$ cat src/rtl/trc_pkg.sv
`timescale 1ns / 1ps

package trc_pkg;

    // Scan store depth and register reset values
    localparam int unsigned SCAN_DEPTH_DEFAULT = 1024;
    localparam int unsigned CENTER_IDX_W       = 10;
    localparam logic [15:0] THRESHOLD_RESET    = 16'h8000;

    typedef struct packed {
        logic signed [31:0] pos_x;
        logic signed [31:0] pos_y;
        logic        [15:0] score;
        logic               last_in_scan;
    } marker_t;

    typedef struct packed {
        logic signed [31:0]             center_x;
        logic signed [31:0]             center_y;
        logic        [15:0]             center_score;
        logic        [CENTER_IDX_W-1:0] center_index;
    } center_t;

    // One stored marker
    typedef struct packed {
        logic signed [31:0] pos_x;
        logic signed [31:0] pos_y;
        logic        [15:0] score;
    } entry_t;

endpackage

$ cat src/rtl/trc_ctrl.sv
`timescale 1ns / 1ps

module trc_ctrl #(
    parameter int unsigned SCAN_DEPTH = 1024,
    parameter int unsigned AW         = $clog2(SCAN_DEPTH),
    parameter int unsigned CW         = $clog2(SCAN_DEPTH + 1)
) (
    input  logic             clk,
    input  logic             rst_n,
    input  logic             accept,
    input  trc_pkg::marker_t marker,
    input  logic [15:0]      threshold,
    output logic             wr_en,
    output logic [AW-1:0]    wr_addr,
    output logic             rd_en,
    output logic [AW-1:0]    rd_addr
);
    import trc_pkg::*;

    logic [CW-1:0] item_index_reg, item_index_next;
    logic [AW-1:0] region_start_reg, region_start_next;
    logic          in_region_reg, in_region_next;

    logic          in_depth;
    logic          above;
    logic          opening;
    logic          closing;
    logic [AW:0]   mid_sum;

    assign in_depth = item_index_reg < CW'(SCAN_DEPTH);
    assign above    = marker.score >= threshold;
    assign opening  = !in_region_reg && above;
    assign closing  = in_region_reg && (!above || marker.last_in_scan);
    assign mid_sum  = {1'b0, item_index_reg[AW-1:0]} + {1'b0, region_start_reg};

    assign wr_en   = accept && in_depth;
    assign wr_addr = item_index_reg[AW-1:0];
    assign rd_en   = accept && in_depth && closing;
    assign rd_addr = mid_sum[AW:1];

    always_comb
    begin
        item_index_next   = item_index_reg;
        region_start_next = region_start_reg;
        in_region_next    = in_region_reg;
        if (accept)
        begin
            if (in_depth)
            begin
                if (opening)
                begin
                    in_region_next    = 1'b1;
                    region_start_next = item_index_reg[AW-1:0];
                end
                else if (closing)
                begin
                    in_region_next = 1'b0;
                end
                item_index_next = item_index_reg + CW'(1);
            end
            // End of scan: drop any open region and restart the index
            if (marker.last_in_scan)
            begin
                item_index_next = '0;
                in_region_next  = 1'b0;
            end
        end
    end

    always_ff @(posedge clk or negedge rst_n)
    begin
        if (!rst_n)
        begin
            item_index_reg   <= '0;
            region_start_reg <= '0;
            in_region_reg    <= 1'b0;
        end
        else
        begin
            item_index_reg   <= item_index_next;
            region_start_reg <= region_start_next;
            in_region_reg    <= in_region_next;
        end
    end

endmodule

$ cat config.mk
export PLATFORM = sky130hd
export DESIGN_NAME = trc_ctrl
export DESIGN_NICKNAME = d
export VERILOG_FILES = /design/src/rtl/trc_pkg.sv /design/src/rtl/trc_ctrl.sv
export SDC_FILE = /design/constraint.sdc
export NUM_CORES = 1
export LEC_CHECK = 0
export BUFFER_PORTS_ARGS = -buffer_cell sky130_fd_sc_hd__buf_2
export CORE_MARGIN = 2
export CORE_UTILIZATION = 43
export CTS_CLUSTER_SIZE = 28
export DETAILED_ROUTE_END_ITERATION = 12
export PLACE_DENSITY = 0.79
export SLEW_MARGIN = 20
export SYNTH_ARGS = -nofsm -noshare
export SYNTH_HDL_FRONTEND = slang
export SYNTH_SLANG_ARGS = --single-unit
$ cat constraint.sdc
create_clock -name clk -period 2.5 [get_ports clk]
set_clock_uncertainty 0.1 [all_clocks]
set_input_delay 0.5 -clock clk [delete_from_list [all_inputs] [get_ports clk]]
set_output_delay 0.5 -clock clk [all_outputs]
set_load 0.005 [all_outputs]
[Word-level counts from Yosys, hierarchy flattened]
Index checks and enable logic that the tools add are counted.
Word-level totals
  input bits: 100
  bits in registers: 22
  output and inout bits: 22
  logic and storage cells: 25
Operators by class
  add/sub/neg operators: 2
  reductions and logical operators: 12
  magnitude comparators: 2
  multiplexer cells: 6
Operator list (number)
  2-to-1 mux 11 bit: 2
  >= comparator 16 bit: 1
  adder 10 x 10 -> 11 bit: 1
  adder 11 x 1 -> 11 bit, second input constant: 1
  < comparator 11 bit, second input constant: 1
  AND reduction 3 bit: 2
  logical AND 1 bit: 4
  2-to-1 mux 1 bit: 4
  nonzero test 3 bit: 1
  zero test 1 bit: 2
  AND reduction 2 bit: 1
  nonzero test 2 bit: 1
  logical OR 1 bit: 1

[Longest topological paths before layout]
Gate-level depths: netlist of the first run.
  depth in word-level cells: 8
  mapped depth: 7
  depth with buffers taken out: 7

[Worst setup path before layout of the first run]
Ideal clock, no wire load.
  path type: input -> output
  start: input port threshold[2]
  end: output port rd_en
  path buffers: 0
  arrival time: 1.690 ns
  setup slack: 0.210 ns
  data required time: 1.900 ns
  stages on the path: 7
  cell sequence: inv_1 -> ha_1 -> a211oi_1 -> o21ai_0 -> a21oi_1 -> o21ai_0 -> a31oi_1
Between the ends
  word-level cells in the longest chain between the ends: 5
Ends and longest elaborated chain
  start, declared: line trc_ctrl.sv:12  | input logic [15:0] threshold,
  >= comparator 16 bit: line trc_ctrl.sv:31  | assign above = marker.score >= threshold;
  zero test 1 bit: line trc_ctrl.sv:33  | assign closing = in_region_reg && (!above || marker.last_in_scan);
  logical OR 1 bit: line trc_ctrl.sv:33
  logical AND 1 bit: line trc_ctrl.sv:33
  logical AND 1 bit: line trc_ctrl.sv:38  | assign rd_en = accept && in_depth && closing;
  end, declared: line trc_ctrl.sv:15  | output logic rd_en,
No other way between the ends.

[Worst setup path in the final report of the first run]
  start: register item_index_reg[2]
  end: output port rd_addr[6]
Between the ends
  word-level cells in the longest chain between the ends: 1
Ends and longest elaborated chain
  start, declared: line trc_ctrl.sv:20  | logic [CW-1:0] item_index_reg, item_index_next;
  start signal, assigned: line trc_ctrl.sv:80  | item_index_reg <= item_index_next;
  adder 10 x 10 -> 11 bit: line trc_ctrl.sv:34  | assign mid_sum = {1'b0, item_index_reg[AW-1:0]} + {1'b0, region_start_reg};
  end, declared: line trc_ctrl.sv:16  | output logic [AW-1:0] rd_addr
No other way between the ends.

==> metrics.md, run 1 <==
| Metric | Value |
|---|---|
| Status | `finished with violations` |
| Failing checks | `setup timing` |
| Initial core utilization | `45.4%` |
| Synth area leader | `dfrtp_1` |
| GRT overflow | `0` |
| CTS tree | `yes` |
| Per-cell routed wire length | `12.6 µm` |
| # DRC | `0` |
| Main synth FF type | `dfrtp_1` |
| H-Tree Depth | `1` |
| CP bufs+invs | `1` |
| CTS Buf Count | `3` |
| Clk sinks | `22` |
| Nets | `411` |
| Syn_area_per_cell | `8.62 µm²` |
| Core Area | `0.00409 mm²` |
| # fillers | `367` |
| Min Hold Slack | `0.101 ns` |
| Hold Fails Final Rpt | `0` |
| Synth top cells by count | `28 x o21ai_0, 26 x ha_1, 23 x inv_1` |
| Kind of critical path | `flip-flop to output port` |
| Via count | `1744` |
| PwrDens | `358 mW/mm²` |
| Routed Antenna Nets | `0` |
| Num rows | `23` |
| Die Wd | `69.7 µm` |
| Setup ws final | `-0.0679 ns` |
| Sequential cell area | `551 µm²` |
| First DRT Iteration DRCs | `75` |
| Slew Limit Fails | `0` |
| CTS root buf | `clkbuf_8` |
| Netlist cell types | `38` |
| Share of cells above drive strength 1 | `37.2%` |
| Top-area cell type share of the netlist area | `29.7%` |
| Area growth, synth to finish | `30.0%` |
| Worst path arrival time | `1.97 ns` |
| First-pass GRT wire length | `7.11 mm` |
| Die area | `0.00485 mm²` |
| Max cap viols | `0` |
| Most common cell in the netlist | `o21ai_0` |
| GPL Wtd Cong | `0.773` |
| Worst-Skew Late Latency | `0.26 ns` |
| EDFF count, synth | `0` |
| Mapped Cells | `215` |
| CTS Buffer Depth | `2` |
| Antenna cells | `0` |
| Tightest Pin Transition | `0.503 ns` |
| Post-DP HPWL | `3.18 mm` |
| CP cell instances | `ha_4 > nand4_1 > a21boi_2 > o21ba_4 > nor4_1 > a311o_1 > buf_2` |
| Slew headroom | `66.5%` |
| I/O pins | `122` |
| Cells after DPL | `322` |
| I/O Buffers | `57` |
| Top post-synthesis cells by area | `dfrtp_1 30%, ha_1 18%, o21ai_0 7.6%` |
| WP data required | `1.90 ns` |
| Synth Warn # | `0` |
| Max FFs per register | `11` |
| Synth Cell Area | `0.00185 mm²` |
| CP max FO | `4` |
| CTS Hold Buffers Added | `0` |
| Met3 Use GR | `3.49%` |
| Clock-pin slew on the worst setup and hold paths | `0.07 ns` |
| Yosys reg bits | `22` |
| Largest net degree at the start of global routing | `23` |
| Final min period | `2.57 ns` |
| Tot GR Track Use | `17.4%` |
| CP Launch Type | `flip-flop` |
| Highest clock rate | `389 MHz` |
| Worst Hold Class | `input port to async pin` |
| Most Used Layer, Global Route | `met2` |
| Area of the multi-input gates | `0.00123 mm²` |
| Antenna violations before repair | `0` |
| Vias in the first global route | `1701` |
| Max incr delay on CP | `0.42 ns` |
| Seq/Total Area, Yosys | `29.7%` |
| RSZ-0062 raised after global routing | `yes` |
| Grt met2 use | `32.2%` |
| Max IR drop VDD | `0.000224 V` |
| Vias/cell | `5.25` |
| Pleak | `1.33 nW` |
| Reg2Reg Setup Slack | `0.49 ns` |
| Final period util | `103%` |
| Drt first pass iters | `4` |
| Kind of end point of the critical path | `output port` |
| Critical-path top delay cell | `dfrtp_1` |
| DIE HEIGHT | `69.7 µm` |
| Post-synth net total | `342` |
| Post-synth ARST share | `100%` |
| Routed wire length | `4.18 mm` |
| Final setup violation count | `3` |
| Final cell count without fillers | `332` |
| Pwr Total | `862 µW` |
| Crit path max-delay family | `compound AO/OA/AOI/OAI gates` |
| Met1 Track Usage GR | `20.9%` |
| Setup TNS | `-0.117 ns` |
## cell usage in the layout, fill, tap and decap left out, types with 2 or more instances in the layout
master    Yosys  final
o21ai_0      28     23
nor2_1       12     12
mux2_2        9      9
nor2b_1       3      2
inv_1        23     22
and3_1        6      6
dfrtp_1      22     22
and2_1        2      2
clkbuf_8      0      3
nand2_1      19     18
xnor2_1       5      5
a21oi_1      16     14
ha_4          0      3
a31oi_1       2      2
nand2b_1      2      2
buf_2         0     57
nand4_1       4      4
buf_4        10     18
o21ai_1       0      4
nor3_1        3      3
ha_1         26     23
## repair_timing
item	in CTS	in global routing
pin swaps	10	4
buffers inserted	5	3
resized for setup	15	7
setup endpoints to repair	5	6
## path summary, 6_finish.rpt
path	from	end	cells after the start
max in group asynchronous	rst_n	item_index_reg[10]	1
max	item_index_reg[2]	rd_addr[6]	7
max reg2reg	item_index_reg[10]	region_start_reg[8]	5
min reg2reg	region_start_reg[5]	region_start_reg[5]	1
min	rst_n	region_start_reg[9]	1
min in group clk	marker[0]	item_index_reg[10]	2
## metrics by stage
stage	utilization, %	instance area [µm²]	worst slack, ns
2_1_floorplan	-	1850	0.210
3_3_place_gp	54.4	2220	-0.0114
3_5_place_dp	54.4	2220	-0.104
4_1_cts	57.3	2340	-0.0660
5_1_grt	59.0	2410	-0.144
6_report	59.0	2410	-0.0679
## power by group
part / total (mW) / internal (mW) / switching, mW
combinational: 0.261 / 0.136 / 0.125
sequential: 0.389 / 0.374 / 0.0151
clock: 0.211 / 0.107 / 0.104
## cell type report
type,count,area share (%)
multi-input cells,158,51.0
flip-flops and latches,22,22.8
repair buffers,76,18.3
inverters,23,3.58
well taps,50,2.60
clock buffers,3,1.71
## kinds of logic after synthesis
logic type | Yosys count | share of synthesized area [%]
XOR/XNOR | 6 | 2.83
AND/OR/NAND/NOR | 56 | 14.7
AO/OA/AOI/OAI | 59 | 19.0
adder cells (fa/ha/maj) | 27 | 18.6
buffers and inverters | 35 | 9.11
multiplexers | 10 | 6.01
flip-flops | 22 | 29.7
## layer usage
layer | wire, µm | share of wire [%]
met1 | 1770 | 42
met2 | 2100 | 50
met3 | 265 | 6.3
met4 | 48 | 1.1
met5 | 0 | 0
No activity file was read; power rests on OpenSTA's default activity.
==> run 2, diff against run 1 <==
- ABC_AREA: unset -> 1
- PLACE_DENSITY: 0.79 -> 0.78
==> metrics.md, run 2 <==
| Metric | Value |
|---|---|
| Status | `complete, no violations` |
| Highest clock rate | `404 MHz (+3.7%)` |
| First-pass GRT wire length | `7.50 mm (+5.5%)` |
| Yosys reg bits | `22 (unchanged)` |
| Syn_area_per_cell | `7.39 µm² (-14%)` |
| Max FFs per register | `11 (unchanged)` |
| CTS tree | `yes` |
| CTS Hold Buffers Added | `0 (unchanged)` |
| Most common cell in the netlist | `nand2_1` |
| Main synth FF type | `dfrtp_1` |
| Crit path max-delay family | `flip-flops` |
| Final setup violation count | `0 (-3)` |
| Largest net degree at the start of global routing | `23 (unchanged)` |
| GPL Wtd Cong | `0.846 (+9.5%)` |
| Final min period | `2.48 ns (-0.0909 ns)` |
| CTS Buffer Depth | `2 (unchanged)` |
| Max cap viols | `0 (unchanged)` |
| Worst-Skew Late Latency | `0.26 ns (about the same)` |
| Vias/cell | `5.08 (-3.4%)` |
| Seq/Total Area, Yosys | `28.6% (-1.1 points)` |
| Final period util | `99.1% (-3.6 points)` |
| Netlist cell types | `28 (-26%)` |
| Post-DP HPWL | `3.59 mm (+13%)` |
| DIE HEIGHT | `71.0 µm (+1.9%)` |
| CP Launch Point | `item_index_reg[3]` |
| Slew Limit Fails | `0 (unchanged)` |
| Commonest non-fill, non-tap cell in the layout | `nand2_1` |
| Num rows | `24 (+4.3%)` |
| CTS Buf Count | `3 (unchanged)` |
| GRT overflow | `0 (unchanged)` |
| PwrDens | `365 mW/mm² (+2.0%)` |
| Vias in the first global route | `1734 (+1.9%)` |
| Tot GR Track Use | `18.4% (+0.91 points)` |
| Share of cells above drive strength 1 | `32.7% (-4.5 points)` |
| Kind of critical path | `flip-flop to output port` |
| Synth Cell Area | `0.00193 mm² (+4.0%)` |
| Die area | `0.00504 mm² (+3.8%)` |
| I/O pins | `122 (unchanged)` |
| Antenna violations before repair | `0 (unchanged)` |
| Die Wd | `71.0 µm (+1.9%)` |
| CP Launch Type | `flip-flop` |
| Clock-pin slew on the worst setup and hold paths | `0.08 ns (about the same)` |
| Final instance area | `0.00252 mm² (+4.7%)` |
| Worst path arrival time | `1.88 ns (-0.09 ns)` |
| Setup ws final | `0.0230 ns (+0.0909 ns)` |
| I/O Buffers | `57 (unchanged)` |
| Routed Antenna Nets | `0 (unchanged)` |
| Mapped Cells | `261 (+21%)` |
| Core Area | `0.00432 mm² (+5.8%)` |
| WP data required | `1.90 ns (about the same)` |
| CTS root buf | `clkbuf_8` |
| Synth top cells by count | `67 x nand2_1, 38 x inv_1, 26 x ha_1` |
| CP bufs+invs | `1 (unchanged)` |
| DP Area | `0.00225 mm² (+1.4%)` |
| Initial core utilization | `44.6% (-0.79 points)` |
| Top-area cell type share of the netlist area | `28.6% (-1.1 points)` |
| Max incr delay on CP | `0.43 ns (about the same)` |
| Pleak | `1.41 nW (+5.8%)` |
| Worst reg2reg startpoint | `item_index_reg[0]` |
| Post-Place Setup Slack | `0.171 ns (+0.275 ns)` |
| Slew headroom | `66.3% (-0.14 points)` |
| Synth area leader | `dfrtp_1` |
| First DRT Iteration DRCs | `87 (+16%)` |
| CP cell instances | `ha_4 > nand2_1 > nor3_2 > nor2_2 > o21ai_2 > xor2_1 > buf_2` |
| Routed wire length | `4.84 mm (+16%)` |
| EDFF count, synth | `0 (unchanged)` |
| Clk sinks | `22 (unchanged)` |
| Kind of end point of the critical path | `output port` |
| Synth Warn # | `0 (unchanged)` |
| Top post-synthesis cells by area | `dfrtp_1 29%, ha_1 17%, nand2_1 13%` |
| Tightest Pin Transition | `0.505 ns (+0.00203 ns)` |
| H-Tree Depth | `1 (unchanged)` |
| CP max FO | `4 (unchanged)` |
| Area growth, synth to finish | `30.8%` |
| RSZ-0062 raised after global routing | `yes` |
| Max IR drop VDD | `0.000245 V (+9.4%)` |
| Most frequent cells in the layout | `65 x nand2_1, 57 x buf_2, 37 x inv_1` |
| Via count | `1924 (+10%)` |
| Drt first pass iters | `4 (unchanged)` |
| Critical-path top delay cell | `dfrtp_1` |
| Nets | `455 (+11%)` |
| Hold Fails Final Rpt | `0 (unchanged)` |
| # fillers | `419 (+14%)` |
| Per-cell routed wire length | `12.8 µm (+1.3%)` |
| # DRC | `0 (unchanged)` |
| Antenna cells | `0 (unchanged)` |
| Post-synth ARST share | `100% (unchanged)` |
| Post-synth net total | `388 (+13%)` |
| Worst Hold Class | `input port to async pin` |
run 2: cell count changes after synthesis, sizes merged, moves of 3 or more:
cell | before | now
nor2b | 3 | 0
mux2 | 9 | 0
o21ai | 29 | 15
xor2 | 1 | 4
and3 | 6 | 0
nand2 | 19 | 68
nand3 | 0 | 22
nor2 | 12 | 15
inv | 23 | 38
run 2: final timing paths:
kind | cells after the start | end | slack, ns
worst max-delay path | 7 | rd_addr[6] | 0.02
worst max register to register | 6 | item_index_reg[10] | 0.84
worst min-delay path | 1 | region_start_reg[9] | 0.1
max in group asynchronous | 1 | item_index_reg[5] | 1.83
min in group clk | 2 | region_start_reg[9] | 0.40
worst min register to register | 2 | region_start_reg[9] | 0.40
run 2: stage by stage:
step | hold slack (ns) | instances | utilization, % | power, mW | setup TNS (ns)
2_1_floorplan | 0.104 | 261 | - | 0.542 | 0
3_3_place_gp | 0.359 | 366 | 52.1 | 0.632 | 0
3_5_place_dp | 0.368 | 366 | 52.1 | 0.642 | 0
4_1_cts | 0.109 | 370 | 54.0 | 0.893 | 0
5_1_grt | 0.124 | 379 | 58.3 | 0.990 | -0.134
6_report | 0.0964 | 379 | 58.3 | 0.920 | 0
run 2: layout make-up:
type | count | area (µm²) | area share [%]
repair buffers | 74 | 413 | 16.4
flip-flops and latches | 22 | 554 | 22.0
clock buffers | 4 | 55.1 | 2.18
well taps | 52 | 65.1 | 2.58
multi-input cells | 189 | 1290 | 51.2
inverters | 38 | 143 | 5.65
run 2: cell families after synthesis:
family	Yosys count	synth area share, %
and+or+nand+nor	114	26.2
buffers and inverters	50	11.9
AOI/OAI and AO/OA	40	11.9
adders and majority gates	27	17.9
DFF	22	28.6
xor gates and xnor gates	8	3.63
run 2: where the power goes:
group          internal [mW]  leakage, nW  switching [mW]  total [mW]
logic                  0.128         1.08           0.144       0.273
registers              0.375        0.297          0.0177       0.393
clock network          0.140       0.0288           0.114       0.254
run 2: what timing repair did:
action                     in CTS  in global routing
resized for setup               7                 21
setup endpoints to repair       3                  5
buffers inserted                0                  9
pin swaps                       0                  8
run 2: per-layer routing:
metal  GRT usage (%)  vias up  part of all wire [%]
li1                -      985                     -
met1            26.6      852                    47
met2            30.1       76                    44
met3            1.28       11                   6.4
met4            4.40        0                   1.8
met5               0        -                     0
==> run 3, diff against run 2 <==
==> constraint.sdc (replaced) <==
create_clock -name clk -period 2.5 [get_ports clk]
set_clock_uncertainty 0.1 [all_clocks]
set_input_delay 0.25 -clock clk [delete_from_list [all_inputs] [get_ports clk]]
set_output_delay 0.25 -clock clk [all_outputs]
set_load 0.005 [all_outputs]
==> metrics.md, run 3 (synthesis results as in run 2) <==
| Metric | Value |
|---|---|
| H-Tree Depth | `1 (unchanged)` |
| Share of cells above drive strength 1 | `24.0% (-8.7 points)` |
| GPL Wtd Cong | `0.827 (-2.2%)` |
| Die area | `0.00504 mm² (unchanged)` |
| P_sw | `261 µW (-5.4%)` |
| Worst R2R Path Depth | `6 (unchanged)` |
| Vias/cell | `4.98 (-1.9%)` |
| Worst path arrival time | `2.03 ns (+0.15 ns)` |
| Final setup violation count | `0 (unchanged)` |
| Max cap viols | `0 (unchanged)` |
| CP Launch Point | `item_index_reg[4]` |
| Final period util | `95.0% (-4.1 points)` |
| I/O pins | `122 (unchanged)` |
| Worst Hold Class | `input port to flip-flop` |
| Via count | `1838 (-4.5%)` |
| DIE HEIGHT | `71.0 µm (unchanged)` |
| Commonest non-fill, non-tap cell in the layout | `nand2_1` |
| R2r endpoint | `item_index_reg[10]` |
| Slew headroom | `64.2% (-2.2 points)` |
| First-pass GRT wire length | `7.25 mm (-3.3%)` |
| Highest clock rate | `421 MHz (+4.3%)` |
| Most frequent cells in the layout | `67 x nand2_1, 57 x buf_2, 38 x inv_1, 25 x ha_1, 22 x dfrtp_1` |
| First DRT Iteration DRCs | `79 (-9.2%)` |
| Reg2Reg Setup Slack | `0.82 ns (-0.02 ns)` |
| Initial core utilization | `44.6% (unchanged)` |
| Worst Hold Depth | `4` |
| CTS Buffer Depth | `2 (unchanged)` |
| Max IR drop VDD | `0.000254 V (+3.4%)` |
| Final min period | `2.38 ns (-0.101 ns)` |
| WP data required | `2.15 ns (+0.25 ns)` |
| Largest net degree at the start of global routing | `23 (unchanged)` |
| Status | `complete, no violations` |
| CTS root buf | `clkbuf_8` |
| Antenna cells | `0 (unchanged)` |
| Per-cell routed wire length | `11.6 µm (-9.5%)` |
| I/O Buffers | `57 (unchanged)` |
| Sequential share of power | `43.8% (+1.1 points)` |
| Clock power frac | `27.9% (+0.3 points)` |
| Vias in the first global route | `1674 (-3.5%)` |
| Clk sinks | `22 (unchanged)` |
| Tightest Pin Transition | `0.534 ns (+0.0290 ns)` |
| Final cell count without fillers | `369 (-2.6%)` |
| Worst Hold End | `in_region_reg` |
| CP max FO | `7 (+3)` |
| Nets | `445 (-2.2%)` |
| RSZ-0062 raised after global routing | `no` |
| Max FFs per register | `11 (unchanged)` |
| Switching Share | `29.3% (-0.63 points)` |
| Setup TNS | `0 ns (unchanged)` |
| Antenna violations before repair | `0 (unchanged)` |
| Pleak | `1.37 nW (-2.4%)` |
| Internal | `628 µW (-2.5%)` |
| Kind of critical path | `flip-flop to output port` |
| Worst-Skew Late Latency | `0.25 ns (about the same)` |
| CP Launch Type | `flip-flop` |
| # DRC | `0 (unchanged)` |
| Hold_sp | `marker[0]` |
| Hold Fails Final Rpt | `0 (unchanged)` |
| Routed Antenna Nets | `0 (unchanged)` |
| Core Area | `0.00432 mm² (unchanged)` |
| Worst reg2reg startpoint | `item_index_reg[0]` |
| Clock-pin slew on the worst setup and hold paths | `0.08 ns (about the same)` |
| Num rows | `24 (unchanged)` |
| CTS tree | `yes` |
| Drt first pass iters | `4 (unchanged)` |
| Post-DP HPWL | `3.44 mm (-4.2%)` |
| Slew Limit Fails | `0 (unchanged)` |
| PwrDens | `385 mW/mm² (+5.5%)` |
| Die Wd | `71.0 µm (unchanged)` |
| Routed wire length | `4.26 mm (-12%)` |
| Area growth, synth to finish | `19.9%` |
| Tot GR Track Use | `17.8% (-0.57 points)` |
| CTS Buf Count | `3 (unchanged)` |
| GRT overflow | `0 (unchanged)` |
| Cells after DPL | `363 (-0.82%)` |
| Comb power frac | `28.3% (-1.3 points)` |
| Kind of end point of the critical path | `output port` |
-- run 3: timing repair --
item | in CTS | in global routing
endpoints found under the setup margin | 0 | 1
hold buffers | 1 | 0
gates resized for setup | 0 | 4
setup buffers | 0 | 1
endpoints found under the hold margin | 22 | 0
-- run 3: routing by layer --
layer / vias up / GRT usage (%) / part of all wire, %
met2: 61 / 27.8 / 42
met3: 2 / 2.14 / 6.6
met5: - / 0 / 0
met1: 811 / 26.1 / 51
met4: 0 / 4.61 / 0.38
li1: 964 / - / -
-- run 3: worst max-delay path, stage by stage, from the launching register on --
cell and delay [ns]:
dfrtp_1 0.48, ha_1 0.41, nand2_1 0.10, o21ai_0 0.24
nor2_1 0.11, o21ai_2 0.14, xor2_1 0.17, buf_2 0.13
-- run 3: worst max-delay path by stage --
| stage | end | slack (ns) | cells after the start |
|---|---|---|---|
| detailed placement | rd_addr[7] | 0.39 | 7 |
| finish | rd_addr[6] | 0.12 | 7 |
| global route | rd_addr[6] | 0.01 | 7 |
| global placement | rd_addr[7] | 0.40 | 7 |
| CTS | rd_addr[7] | 0.09 | 7 |
| floorplan | rd_addr[7] | 0.53 | 8 |
-- run 3: cell type report --
class | count | area, µm²
multi-input cells | 189 | 1160
flip-flops and latches | 22 | 551
repair buffers | 64 | 340
well taps | 52 | 65.1
fillers | 433 | 2010
clock buffers | 4 | 55.1
inverters | 38 | 143
-- run 3: metrics by stage --
step	setup slack, ns	util (%)	cell area [µm²]	total power, mW	hold slack, ns
4_1_cts	0.0943	53.1	2290	0.892	0.183
3_3_place_gp	0.404	51.6	2230	0.631	0.141
3_5_place_dp	0.392	51.6	2230	0.639	0.143
2_1_floorplan	0.529	-	1930	0.542	-0.146
6_report	0.124	53.4	2310	0.889	0.188
5_1_grt	0.0119	53.4	2310	0.956	0.217
-- run 3: power groups by stage --
stage          combinational, mW  clock, mW  sequential (mW)
6_report                   0.252      0.248            0.390
2_1_floorplan              0.141          0            0.401
4_1_cts                    0.244      0.258            0.389
3_3_place_gp               0.235          0            0.396
3_5_place_dp               0.242          0            0.397
5_1_grt                    0.293      0.272            0.392
